===== config.mk =====
export PLATFORM = sky130hd
export DESIGN_NAME = glyph_row_padding_scanner
export DESIGN_NICKNAME = d
export VERILOG_FILES = /design/src/grps_pkg.sv /design/src/grps_out_stage.sv /design/src/glyph_row_padding_scanner.sv
export SDC_FILE = /design/constraint.sdc
export NUM_CORES = 1
export LEC_CHECK = 0
export ABC_AREA = 1
export BUFFER_PORTS_ARGS = -buffer_cell sky130_fd_sc_hd__buf_4
export CORE_ASPECT_RATIO = 0.5
export CORE_UTILIZATION = 62
export DETAILED_ROUTE_END_ITERATION = 10
export PLACE_DENSITY_LB_ADDON = 0.08
export SYNTH_ARGS = -nofsm -noshare
export SYNTH_HDL_FRONTEND = slang
export SYNTH_SLANG_ARGS = --single-unit

===== constraint.sdc =====
create_clock -name clock -period 9.2 [get_ports clock]
set_clock_uncertainty 0.1 [all_clocks]
set_input_delay 1.84 -clock clock [delete_from_list [all_inputs] [get_ports clock]]
set_output_delay 1.84 -clock clock [all_outputs]
set_load 0.05 [all_outputs]

===== src/grps_pkg.sv =====
// shared types and constants for the glyph row padding scanner
package grps_pkg;

   localparam int CountWidth = 11;
   localparam int PadWidth   = 8;

   localparam logic [31:0] EmptyTestMask = 32'h000F_0F0F;
   localparam logic [PadWidth-1:0] PadSat      = 8'd254;
   localparam logic [PadWidth-1:0] PadAllEmpty = 8'd255;

   localparam logic [CountWidth-1:0] CellWidthReset = 11'd8;

   typedef enum logic [7:0] {
      REG_INVERT_COLOR = 8'd0,
      REG_CELL_WIDTH   = 8'd1
   } reg_index_type;

   typedef struct packed {
      logic [31:0]          pixel_out;
      logic                 transparent;
      logic                 row_done;
      logic [PadWidth-1:0]  left_pad;
      logic [PadWidth-1:0]  right_pad;
   } result_type;

endpackage


===== src/grps_out_stage.sv =====
// result register with skid entry for the glyph row padding scanner
module grps_out_stage (
   input  logic                clock,
   input  logic                reset,
   input  logic                in_valid,
   output logic                in_stall,
   input  grps_pkg::result_type in_data,
   output logic                out_valid,
   input  logic                out_stall,
   output grps_pkg::result_type out_data
);

   logic                 main_valid_ff;
   logic                 skid_valid_ff;
   grps_pkg::result_type main_data_ff;
   grps_pkg::result_type skid_data_ff;
   logic                 in_fire;
   logic                 out_fire;

   assign in_stall  = skid_valid_ff;
   assign out_valid = main_valid_ff;
   assign out_data  = main_data_ff;
   assign in_fire   = in_valid & ~skid_valid_ff;
   assign out_fire  = main_valid_ff & ~out_stall;

   always_ff @(posedge clock) begin
      if (reset) begin
         main_valid_ff <= 1'b0;
         skid_valid_ff <= 1'b0;
      end else begin
         if (in_fire) begin
            if (!main_valid_ff || out_fire) begin
               main_valid_ff <= 1'b1;
               main_data_ff  <= in_data;
            end else begin
               skid_valid_ff <= 1'b1;
               skid_data_ff  <= in_data;
            end
         end else if (out_fire) begin
            if (skid_valid_ff) begin
               main_data_ff  <= skid_data_ff;
               skid_valid_ff <= 1'b0;
            end else begin
               main_valid_ff <= 1'b0;
            end
         end
      end
   end

endmodule


===== src/glyph_row_padding_scanner.sv =====
// top level of the glyph row padding scanner
// One pixel per cycle: a pixel transaction is taken on any cycle the result
// side keeps up, and its result is held in the result register or the skid
// entry. A two-entry output stage (result register plus skid entry) holds
// results while rsp_stall is high; req_stall rises only when both entries
// are full. Each pixel is optionally inverted, flagged transparent when the
// low nibbles of its three colour bytes are zero, and the last pixel of each
// cell row carries the leading and trailing empty counts (saturated at 254,
// 255 for both on an all-empty row). Registers: index 0 invert_color,
// index 1 cell_width (0 acts as 1, values above MAX_CELL_WIDTH are clamped);
// other indexes are ignored. csr_ready is always high.
module glyph_row_padding_scanner #(
   parameter int MAX_CELL_WIDTH = 1024
) (
   input  logic        clock,
   input  logic        reset,
   input  logic        req_valid,
   output logic        req_stall,
   input  logic [31:0] req_pixel_in,
   output logic        rsp_valid,
   input  logic        rsp_stall,
   output logic [31:0] rsp_pixel_out,
   output logic        rsp_transparent,
   output logic        rsp_row_done,
   output logic [7:0]  rsp_left_pad,
   output logic [7:0]  rsp_right_pad,
   input  logic        csr_valid,
   output logic        csr_ready,
   input  logic [7:0]  csr_index,
   input  logic [10:0] csr_wdata
);

   localparam int CW = grps_pkg::CountWidth;
   localparam logic [CW-1:0] MaxWidth = CW'(MAX_CELL_WIDTH);

   logic                 invert_color_ff;
   logic [CW-1:0]        cell_width_ff;
   logic [CW-1:0]        column_count_ff;
   logic [CW-1:0]        leading_empty_ff;
   logic [CW-1:0]        trailing_empty_ff;
   logic                 ink_seen_ff;

   logic [CW-1:0]        column_count_in;
   logic [CW-1:0]        leading_empty_in;
   logic [CW-1:0]        trailing_empty_in;
   logic                 ink_seen_in;

   logic                 in_fire;
   logic [31:0]          pixel;
   logic                 empty;
   logic [CW-1:0]        eff_width;
   logic [CW:0]          taken;
   logic                 done;
   logic [CW-1:0]        le_upd;
   logic [CW-1:0]        te_upd;
   logic                 ink_upd;
   grps_pkg::result_type result;

   assign csr_ready = 1'b1;
   assign in_fire   = req_valid & ~req_stall;

   always_ff @(posedge clock) begin
      if (reset) begin
         invert_color_ff <= 1'b0;
         cell_width_ff   <= grps_pkg::CellWidthReset;
      end else if (csr_valid && csr_ready) begin
         case (grps_pkg::reg_index_type'(csr_index))
            grps_pkg::REG_INVERT_COLOR: invert_color_ff <= csr_wdata[0];
            grps_pkg::REG_CELL_WIDTH:   cell_width_ff   <= csr_wdata;
            default: ;
         endcase
      end
   end

   always_comb begin
      pixel   = invert_color_ff ? ~req_pixel_in : req_pixel_in;
      empty   = (pixel & grps_pkg::EmptyTestMask) == 32'd0;

      if (cell_width_ff == '0) begin
         eff_width = CW'(1);
      end else if (cell_width_ff > MaxWidth) begin
         eff_width = MaxWidth;
      end else begin
         eff_width = cell_width_ff;
      end

      le_upd  = (empty && !ink_seen_ff) ? leading_empty_ff + CW'(1) : leading_empty_ff;
      if (!empty) begin
         te_upd = '0;
      end else if (ink_seen_ff) begin
         te_upd = trailing_empty_ff + CW'(1);
      end else begin
         te_upd = trailing_empty_ff;
      end
      ink_upd = ink_seen_ff | ~empty;

      taken   = {1'b0, column_count_ff} + (CW+1)'(1);
      done    = taken >= {1'b0, eff_width};

      result.pixel_out   = pixel;
      result.transparent = empty;
      result.row_done    = done;
      result.left_pad    = '0;
      result.right_pad   = '0;
      if (done) begin
         if (!ink_upd) begin
            result.left_pad  = grps_pkg::PadAllEmpty;
            result.right_pad = grps_pkg::PadAllEmpty;
         end else begin
            result.left_pad  = (le_upd > CW'(grps_pkg::PadSat)) ?
                               grps_pkg::PadSat : le_upd[grps_pkg::PadWidth-1:0];
            result.right_pad = (te_upd > CW'(grps_pkg::PadSat)) ?
                               grps_pkg::PadSat : te_upd[grps_pkg::PadWidth-1:0];
         end
      end

      if (done) begin
         column_count_in   = '0;
         leading_empty_in  = '0;
         trailing_empty_in = '0;
         ink_seen_in       = 1'b0;
      end else begin
         column_count_in   = taken[CW-1:0];
         leading_empty_in  = le_upd;
         trailing_empty_in = te_upd;
         ink_seen_in       = ink_upd;
      end
   end

   always_ff @(posedge clock) begin
      if (reset) begin
         column_count_ff   <= '0;
         leading_empty_ff  <= '0;
         trailing_empty_ff <= '0;
         ink_seen_ff       <= 1'b0;
      end else if (in_fire) begin
         column_count_ff   <= column_count_in;
         leading_empty_ff  <= leading_empty_in;
         trailing_empty_ff <= trailing_empty_in;
         ink_seen_ff       <= ink_seen_in;
      end
   end

   grps_pkg::result_type rsp_data;

   grps_out_stage u_out_stage (
      .clock     (clock),
      .reset     (reset),
      .in_valid  (req_valid),
      .in_stall  (req_stall),
      .in_data   (result),
      .out_valid (rsp_valid),
      .out_stall (rsp_stall),
      .out_data  (rsp_data)
   );

   assign rsp_pixel_out   = rsp_data.pixel_out;
   assign rsp_transparent = rsp_data.transparent;
   assign rsp_row_done    = rsp_data.row_done;
   assign rsp_left_pad    = rsp_data.left_pad;
   assign rsp_right_pad   = rsp_data.right_pad;

endmodule


==> run_results.csv, run 1 <==
group,metric,value,unit
synth,syn_inst,846,
placement,preCtsSetupSlack,5020,ps
layout,area_growth,19.8,%
timing,relSlewSlack,28.3,%
timing,finalMaxSlewViolations,0,
critical_path,timing.rr.start,"column_count_ff[0]",
synth,synth_area_leaders,"edfxtp_1 41%, nand2_1 14%, dfxtp_1 13%",
clock_tree,clk_path_buf_depth,2,
synth,ys_seq_elements,148,
synth,synth_most_common_cell,"nand2_1",
synth,postSynthAreaPerCell,8.64,um^2
clock_tree,clk_pin_slew,70,ps
critical_path,critPathArrivalTime,3950,ps
clock_tree,numCtsBuffers,17,
synth,synth_ff_type,"edfxtp_1",
synth,synth.top_cell.area_share,41.1,%
timing,clock.fmax,258,MHz
synth,synth_compound_area_share,7.11,%
critical_path,crit_path_start_kind,"input pin",
placement,io_buffers,107,
grt,antenna_found_initial,0,
clock_tree,clock-sinks,148,
die,die_x,156,um
clock_tree,cts_tree,"done",
clock_tree,holdBufCountCts,0,
route,routed_wl,16400,um
synth,yosysTopAreaCell,"edfxtp_1",
route,drc_errors,0,
synth,synth-xor-area-share,4.91,%
die,rows,27,
critical_path,worstSetupPathType,"input pin to register",
clock_tree,cts_setup_buffers,0,
critical_path,ff2ff_setup_slack,5390,ps
die,die_h,78.8,um
synth,synth_edf_count,100,
layout,nNetsFinal,1013,
timing,final.setup.tns,0,ps
worst_hold_path,hold_start,"column_count_ff[10]",
pwr,power-per-cell-area,175,mW/mm^2
critical_path,critPathCaptureType,"register",
synth,ys_types,40,
timing,worst_pin_slew,1070,ps
synth,ys_async_sr_fraction,0,%
critical_path,crit_required,9270,ps
synth,synth_warnings,0,
grt,grt_pass1_wl,26600,um
placement,dp_hpwl,10900,um
synth,synth_commonest_cells,"270 x nand2_1, 100 x edfxtp_1, 86 x nor2_1",
timing,setup-violations-final,0,
route,post_drt_wl_per_cell,14.7,um
timing,finalHoldViolations,0,
die,core,0.0112,mm^2
grt,grt_pass1_vias,5555,
die,ioPinCount,109,
critical_path,r2r_cells,17,
timing,finalCritPeriodShare,42.1,%
timing,period_needed,3870,ps
layout,drive_above_1_share,17.5,%
route,drt_first_pass_iters,5,
grt,grt_max_degree,88,
timing,fin_ws,5330,ps
grt,grt_use_total,28.2,%
synth,synthAdderAreaFrac,2.40,%
worst_hold_path,hold_path_depth,2,
clock_tree,h-tree-depth,4,
clock_tree,clk-insertion-delay-late,420,ps
synth,synth.area.mux_share,0,%
layout,fill_cells,763,
placement,gp_congestion,0.923,
die,die_area,0.0123,mm^2
pwr,ir_worst_vdd,0.000168,V
run_status,status,"completed",
route,viasPerCell,5.35,
synth,synth_area,0.00731,mm^2
synth,synthSimpleGateAreaFrac,24.9,%
layout,n_antenna_cell,0,
worst_hold_path,hold_end,"column_count_ff[10]",
route,vias,5967,
route,ant_nets,0,
grt,overflow,0,
worst_hold_path,hold_class,"register to register",
clock_tree,root_buffer,"clkbuf_16",
route,drt_iter0_drc,508,
critical_path,crit_fanout,15,
critical_path,reg2reg_to,"leading_empty_ff[9]",
die,start_util,65.1,%
synth,syn_nets,916,
job,maxCapViolCount,0,
synth,synth_top_family_by_area,"simple AND/OR/NAND/NOR gates",
timing,rsz0062_at_grt,"no",
synth,yosysSeqAreaShare,54.2,%
clock_tree,cts_resized,0,
pwr,leakage,3.79,nW
-- worst max path at each step --
| stage | start | endpoint | slack [ps] | cells past startpoint |
|---|---|---|---|---|
| after floorplan | req_valid | u_out_stage.out_data[0] | 2970 | 4 |
| after global placement | req_pixel_in[2] | u_out_stage.out_data[8] | 5110 | 15 |
| after detailed placement | req_pixel_in[10] | u_out_stage.out_data[8] | 5020 | 18 |
| after CTS | req_pixel_in[10] | u_out_stage.out_data[15] | 5370 | 16 |
| after global routing | column_count_ff[0] | leading_empty_ff[6] | 4860 | 17 |
| final | req_pixel_in[10] | u_out_stage.out_data[15] | 5330 | 16 |
-- layout by cell type (no fill, tap or decap), drive strengths merged, types with 8 or more instances in the layout --
master / instances
nand2: 272
buf: 112
edfxtp: 100
nor2: 90
inv: 87
dfxtp: 48
a21oi: 43
nand3: 43
o21ai: 38
xor2: 34
clkbuf: 17
ha: 14
a31oi: 8
nand4: 8
-- report_power, final --
part           internal [W]  switching (W)
sequential         0.000726     0.00000719
combinational     0.0000436      0.0000946
clock              0.000357       0.000302
total               0.00113       0.000404
-- critical path: stages --
cell	delay, ps
buf_4	100
inv_1	50
nand2_1	100
nand2_1	120
nor2_1	110
nand2_1	110
nor2_4	270
nand3_4	240
clkinv_1	230
o21ai_0	130
inv_1	60
nand2_1	60
inv_1	190
nand3_1	160
nand3_1	100
nand2_1	70
-- area by class of cell --
class                   count  area (um^2)  area share, %
clock buffers              17          425           4.86
well taps                 159          199           2.27
inverters                  80          300           3.43
flip-flops and latches    148         3970           45.3
clock inverters            15          136           1.56
repair buffers            112          841           9.60
multi-input cells         584         2890           33.0
-- stage by stage --
step / cell area, um^2 / hold slack, ps / cells / power [W] / util [%]
2_1_floorplan: 7310 / 345 / 846 / 0.000836 / -
3_3_place_gp: 8190 / 353 / 1083 / 0.000882 / 73.1
3_5_place_dp: 8190 / 362 / 1083 / 0.000886 / 73.1
4_1_cts: 8760 / 372 / 1115 / 0.00154 / 78.1
5_1_grt: 8760 / 400 / 1115 / 0.00158 / 78.1
6_report: 8760 / 372 / 1115 / 0.00153 / 78.1
-- flip-flops by register name, summed over array words and instances, names as in the netlist --
| name | cells |
|---|---|
| u_out_stage.in_stall | 1 |
| u_out_stage.out_valid | 1 |
| invert_color_ff | 1 |
| ink_seen_ff | 1 |
| column_count_ff | 11 |
| trailing_empty_ff | 11 |
| cell_width_ff | 11 |
| u_out_stage.skid_data_ff | 50 |
| u_out_stage.out_data | 50 |
| leading_empty_ff | 11 |
-- cells by family after synthesis --
logic type               Yosys count
AO/OA/AOI/OAI                     94
XOR/XNOR                          41
AND/OR/NAND/NOR                  434
flip-flops                       148
adder cells (fa/ha/maj)           14
buffers and inverters            114
other                              1
-- layer usage --
metal | vias to the layer above | wire, um | part of all wire, % | track usage [%]
met5 | - | 0 | 0 | 0
li1 | 2953 | - | - | -
met4 | 0 | 138 | 0.84 | 6.67
met2 | 237 | 7640 | 47 | 47.6
met1 | 2757 | 7340 | 45 | 37.2
met3 | 20 | 1240 | 7.6 | 6.55
No activity file was read; power rests on OpenSTA's default activity.
==> run 2, diff against run 1 <==
--- a/config.mk
+++ b/config.mk
@@ -8,7 +8,7 @@
 export ABC_AREA = 1
 export BUFFER_PORTS_ARGS = -buffer_cell sky130_fd_sc_hd__buf_4
 export CORE_ASPECT_RATIO = 0.5
-export CORE_UTILIZATION = 62
+export CORE_UTILIZATION = 52
 export DETAILED_ROUTE_END_ITERATION = 10
 export PLACE_DENSITY_LB_ADDON = 0.08
 export SYNTH_ARGS = -nofsm -noshare
==> constraint.sdc (replaced) <==
create_clock -name clock -period 3.44 [get_ports clock]
set_clock_uncertainty 0.1 [all_clocks]
set_input_delay 0.688 -clock clock [delete_from_list [all_inputs] [get_ports clock]]
set_output_delay 0.688 -clock clock [all_outputs]
set_load 0.05 [all_outputs]
==> run 2 against run 1 <==
  * Clock power rose to 2.8 times the previous value
  * Die area rose by 19%
  * Sequential share of layout area fell by 0.62 points
  * Critical path type is now register to register
  * Via count fell by 2.7%
  * Register-to-register slack got worse by 5000 ps
  * Global-route usage fell by 5.9 points
==> run_results.csv, run 2 (same netlist as run 1, synthesis figures left out) <==
group,metric,value,unit
pwr,power-per-cell-area,473,mW/mm^2
die,die_area,0.0146,mm^2
clock_tree,clk-insertion-delay-late,420,ps
critical_path,crit_fanout,33,
route,vias,5807,
critical_path,path_cells,"ha_1, nand3_1, nor2_1, inv_1, nor2_1, xor2_1, ha_1, nand2_1, nor2_1, a211oi_1, nor2_1, nor2_1, nand3_1, buf_12, nor2_2, buf_4, nand2_1, a21oi_1",
timing,finalCritPeriodShare,89.4,%
clock_tree,cts_setup_buffers,0,
clock_tree,h-tree-depth,4,
timing,rsz0062_at_grt,"no",
pwr,finalPower,0.00420,W
clock_tree,numCtsBuffers,17,
critical_path,timing.rr.start,"column_count_ff[0]",
route,routed_wl,15700,um
die,die_x,170,um
critical_path,crit_buf_inv,3,
job,maxCapViolCount,0,
grt,grt_pass1_vias,5241,
worst_hold_path,hold_class,"register to register",
critical_path,worstSetupPathType,"register to register",
timing,final.setup.tns,0,ps
die,start_util,53.6,%
timing,finalMaxSlewViolations,0,
die,rows,30,
clock_tree,cts_resized,0,
critical_path,critPathArrivalTime,3320,ps
critical_path,cp_top_family,"simple AND/OR/NAND/NOR gates",
grt,grt_max_degree,88,
placement,gp_congestion,0.890,
grt,grt_pass1_wl,25500,um
worst_hold_path,hold_start,"column_count_ff[5]",
critical_path,crit_required,3680,ps
critical_path,critPathCaptureType,"register",
run_status,status,"completed",
timing,finalHoldViolations,0,
grt,overflow,0,
timing,relSlewSlack,38.5,%
timing,worst_pin_slew,922,ps
route,post_drt_wl_per_cell,13.6,um
clock_tree,clk_path_buf_depth,2,
critical_path,crit_path_max_incr_delay,390,ps
clock_tree,clock-sinks,148,
layout,design_area,0.00888,mm^2
die,die_h,85.8,um
layout,post-route-util,65.2,%
clock_tree,clk_pin_slew,60,ps
layout,final_cell_mix,"269 x nand2_1, 115 x buf_4, 100 x edfxtp_1, 85 x nor2_1, 76 x inv_1",
layout,drive_above_1_share,17.8,%
critical_path,crit_slowest_cell,"dfxtp_1",
clock_tree,cts_tree,"done",
layout,n_antenna_cell,0,
layout,nNetsFinal,1017,
clock_tree,root_buffer,"clkbuf_16",
die,ioPinCount,109,
pwr,leakage,3.82,nW
grt,grt_use_total,22.3,%
critical_path,startpoint,"column_count_ff[0]",
timing,clock.fmax,325,MHz
critical_path,path_common_cell,"nor2_1",
route,drt_first_pass_iters,5,
layout,area_growth,21.5,%
die,core,0.0136,mm^2
route,drt_iter0_drc,442,
placement,dp_hpwl,10400,um
grt,antenna_found_initial,0,
route,viasPerCell,5.05,
critical_path,crit_path_start_kind,"register",
timing,setup-violations-final,0,
timing,period_needed,3070,ps
route,ant_nets,0,
layout,final_common_cell,"nand2_1",
route,drc_errors,0,
clock_tree,holdBufCountCts,0,
placement,placed_area,0.00828,mm^2
placement,io_buffers,107,
pwr,ir_worst_vdd,0.000282,V
## run 2: cell types whose count changed in the layout (fill, tap and decap cells not counted)
cell       change
buf_12         +1
buf_4          +3
bufinv_16      +2
clkinv_1       -1
clkinv_4       -1
inv_6          +2
inv_8          -3
nor3_2         -1
nor3_4         +1
## run 2: final cells by class
class	instances	area (um^2)
fill	1136	4750
sequential	148	3970
multi-input combinational	584	2900
timing repair buffer	116	883
clock buffer	17	425
inverter	80	300
tap	192	240
clock inverter	14	168
## run 2: worst reg2reg max path: stages (launching register included)
cell,delay [ps]
dfxtp_1,390
ha_1,200
nand3_1,110
nor2_1,140
inv_1,70
nor2_1,150
xor2_1,240
ha_1,270
nand2_1,70
nor2_1,50
a211oi_1,180
nor2_1,80
nor2_1,80
nand3_1,120
buf_12,200
nor2_2,110
buf_4,240
nand2_1,90
a21oi_1,120
## run 2: stage by stage
stage | hold WS [ps] | worst slack, ps | std cells
floorplan | 345 | 249 | 846
global placement | 356 | 325 | 1120
detailed placement | 364 | 382 | 1120
CTS | 365 | 368 | 1151
global route | 385 | 22.0 | 1151
finish | 368 | 366 | 1151
## run 2: path summary, 6_finish.rpt
path | cells after the start | to | slack (ps)
hold / removal | 2 | column_count_ff[5] | 370
setup / recovery | 18 | leading_empty_ff[8] | 370
setup reg to reg | 18 | leading_empty_ff[8] | 370
hold reg to reg | 2 | column_count_ff[5] | 370
## run 2: report_power, final
group	total (W)	switching, W	internal, W
sequential	0.00196	0.0000173	0.00194
clock	0.00187	0.000779	0.00109
combinational	0.000371	0.000251	0.000119
## run 2: routing by layer
layer | vias up | track usage [%] | wire, um
met5 | - | 0 | 0
met4 | 0 | 7.21 | 199
li1 | 2972 | - | -
met3 | 20 | 4.01 | 881
met2 | 184 | 35.4 | 6940
met1 | 2631 | 31.3 | 7640
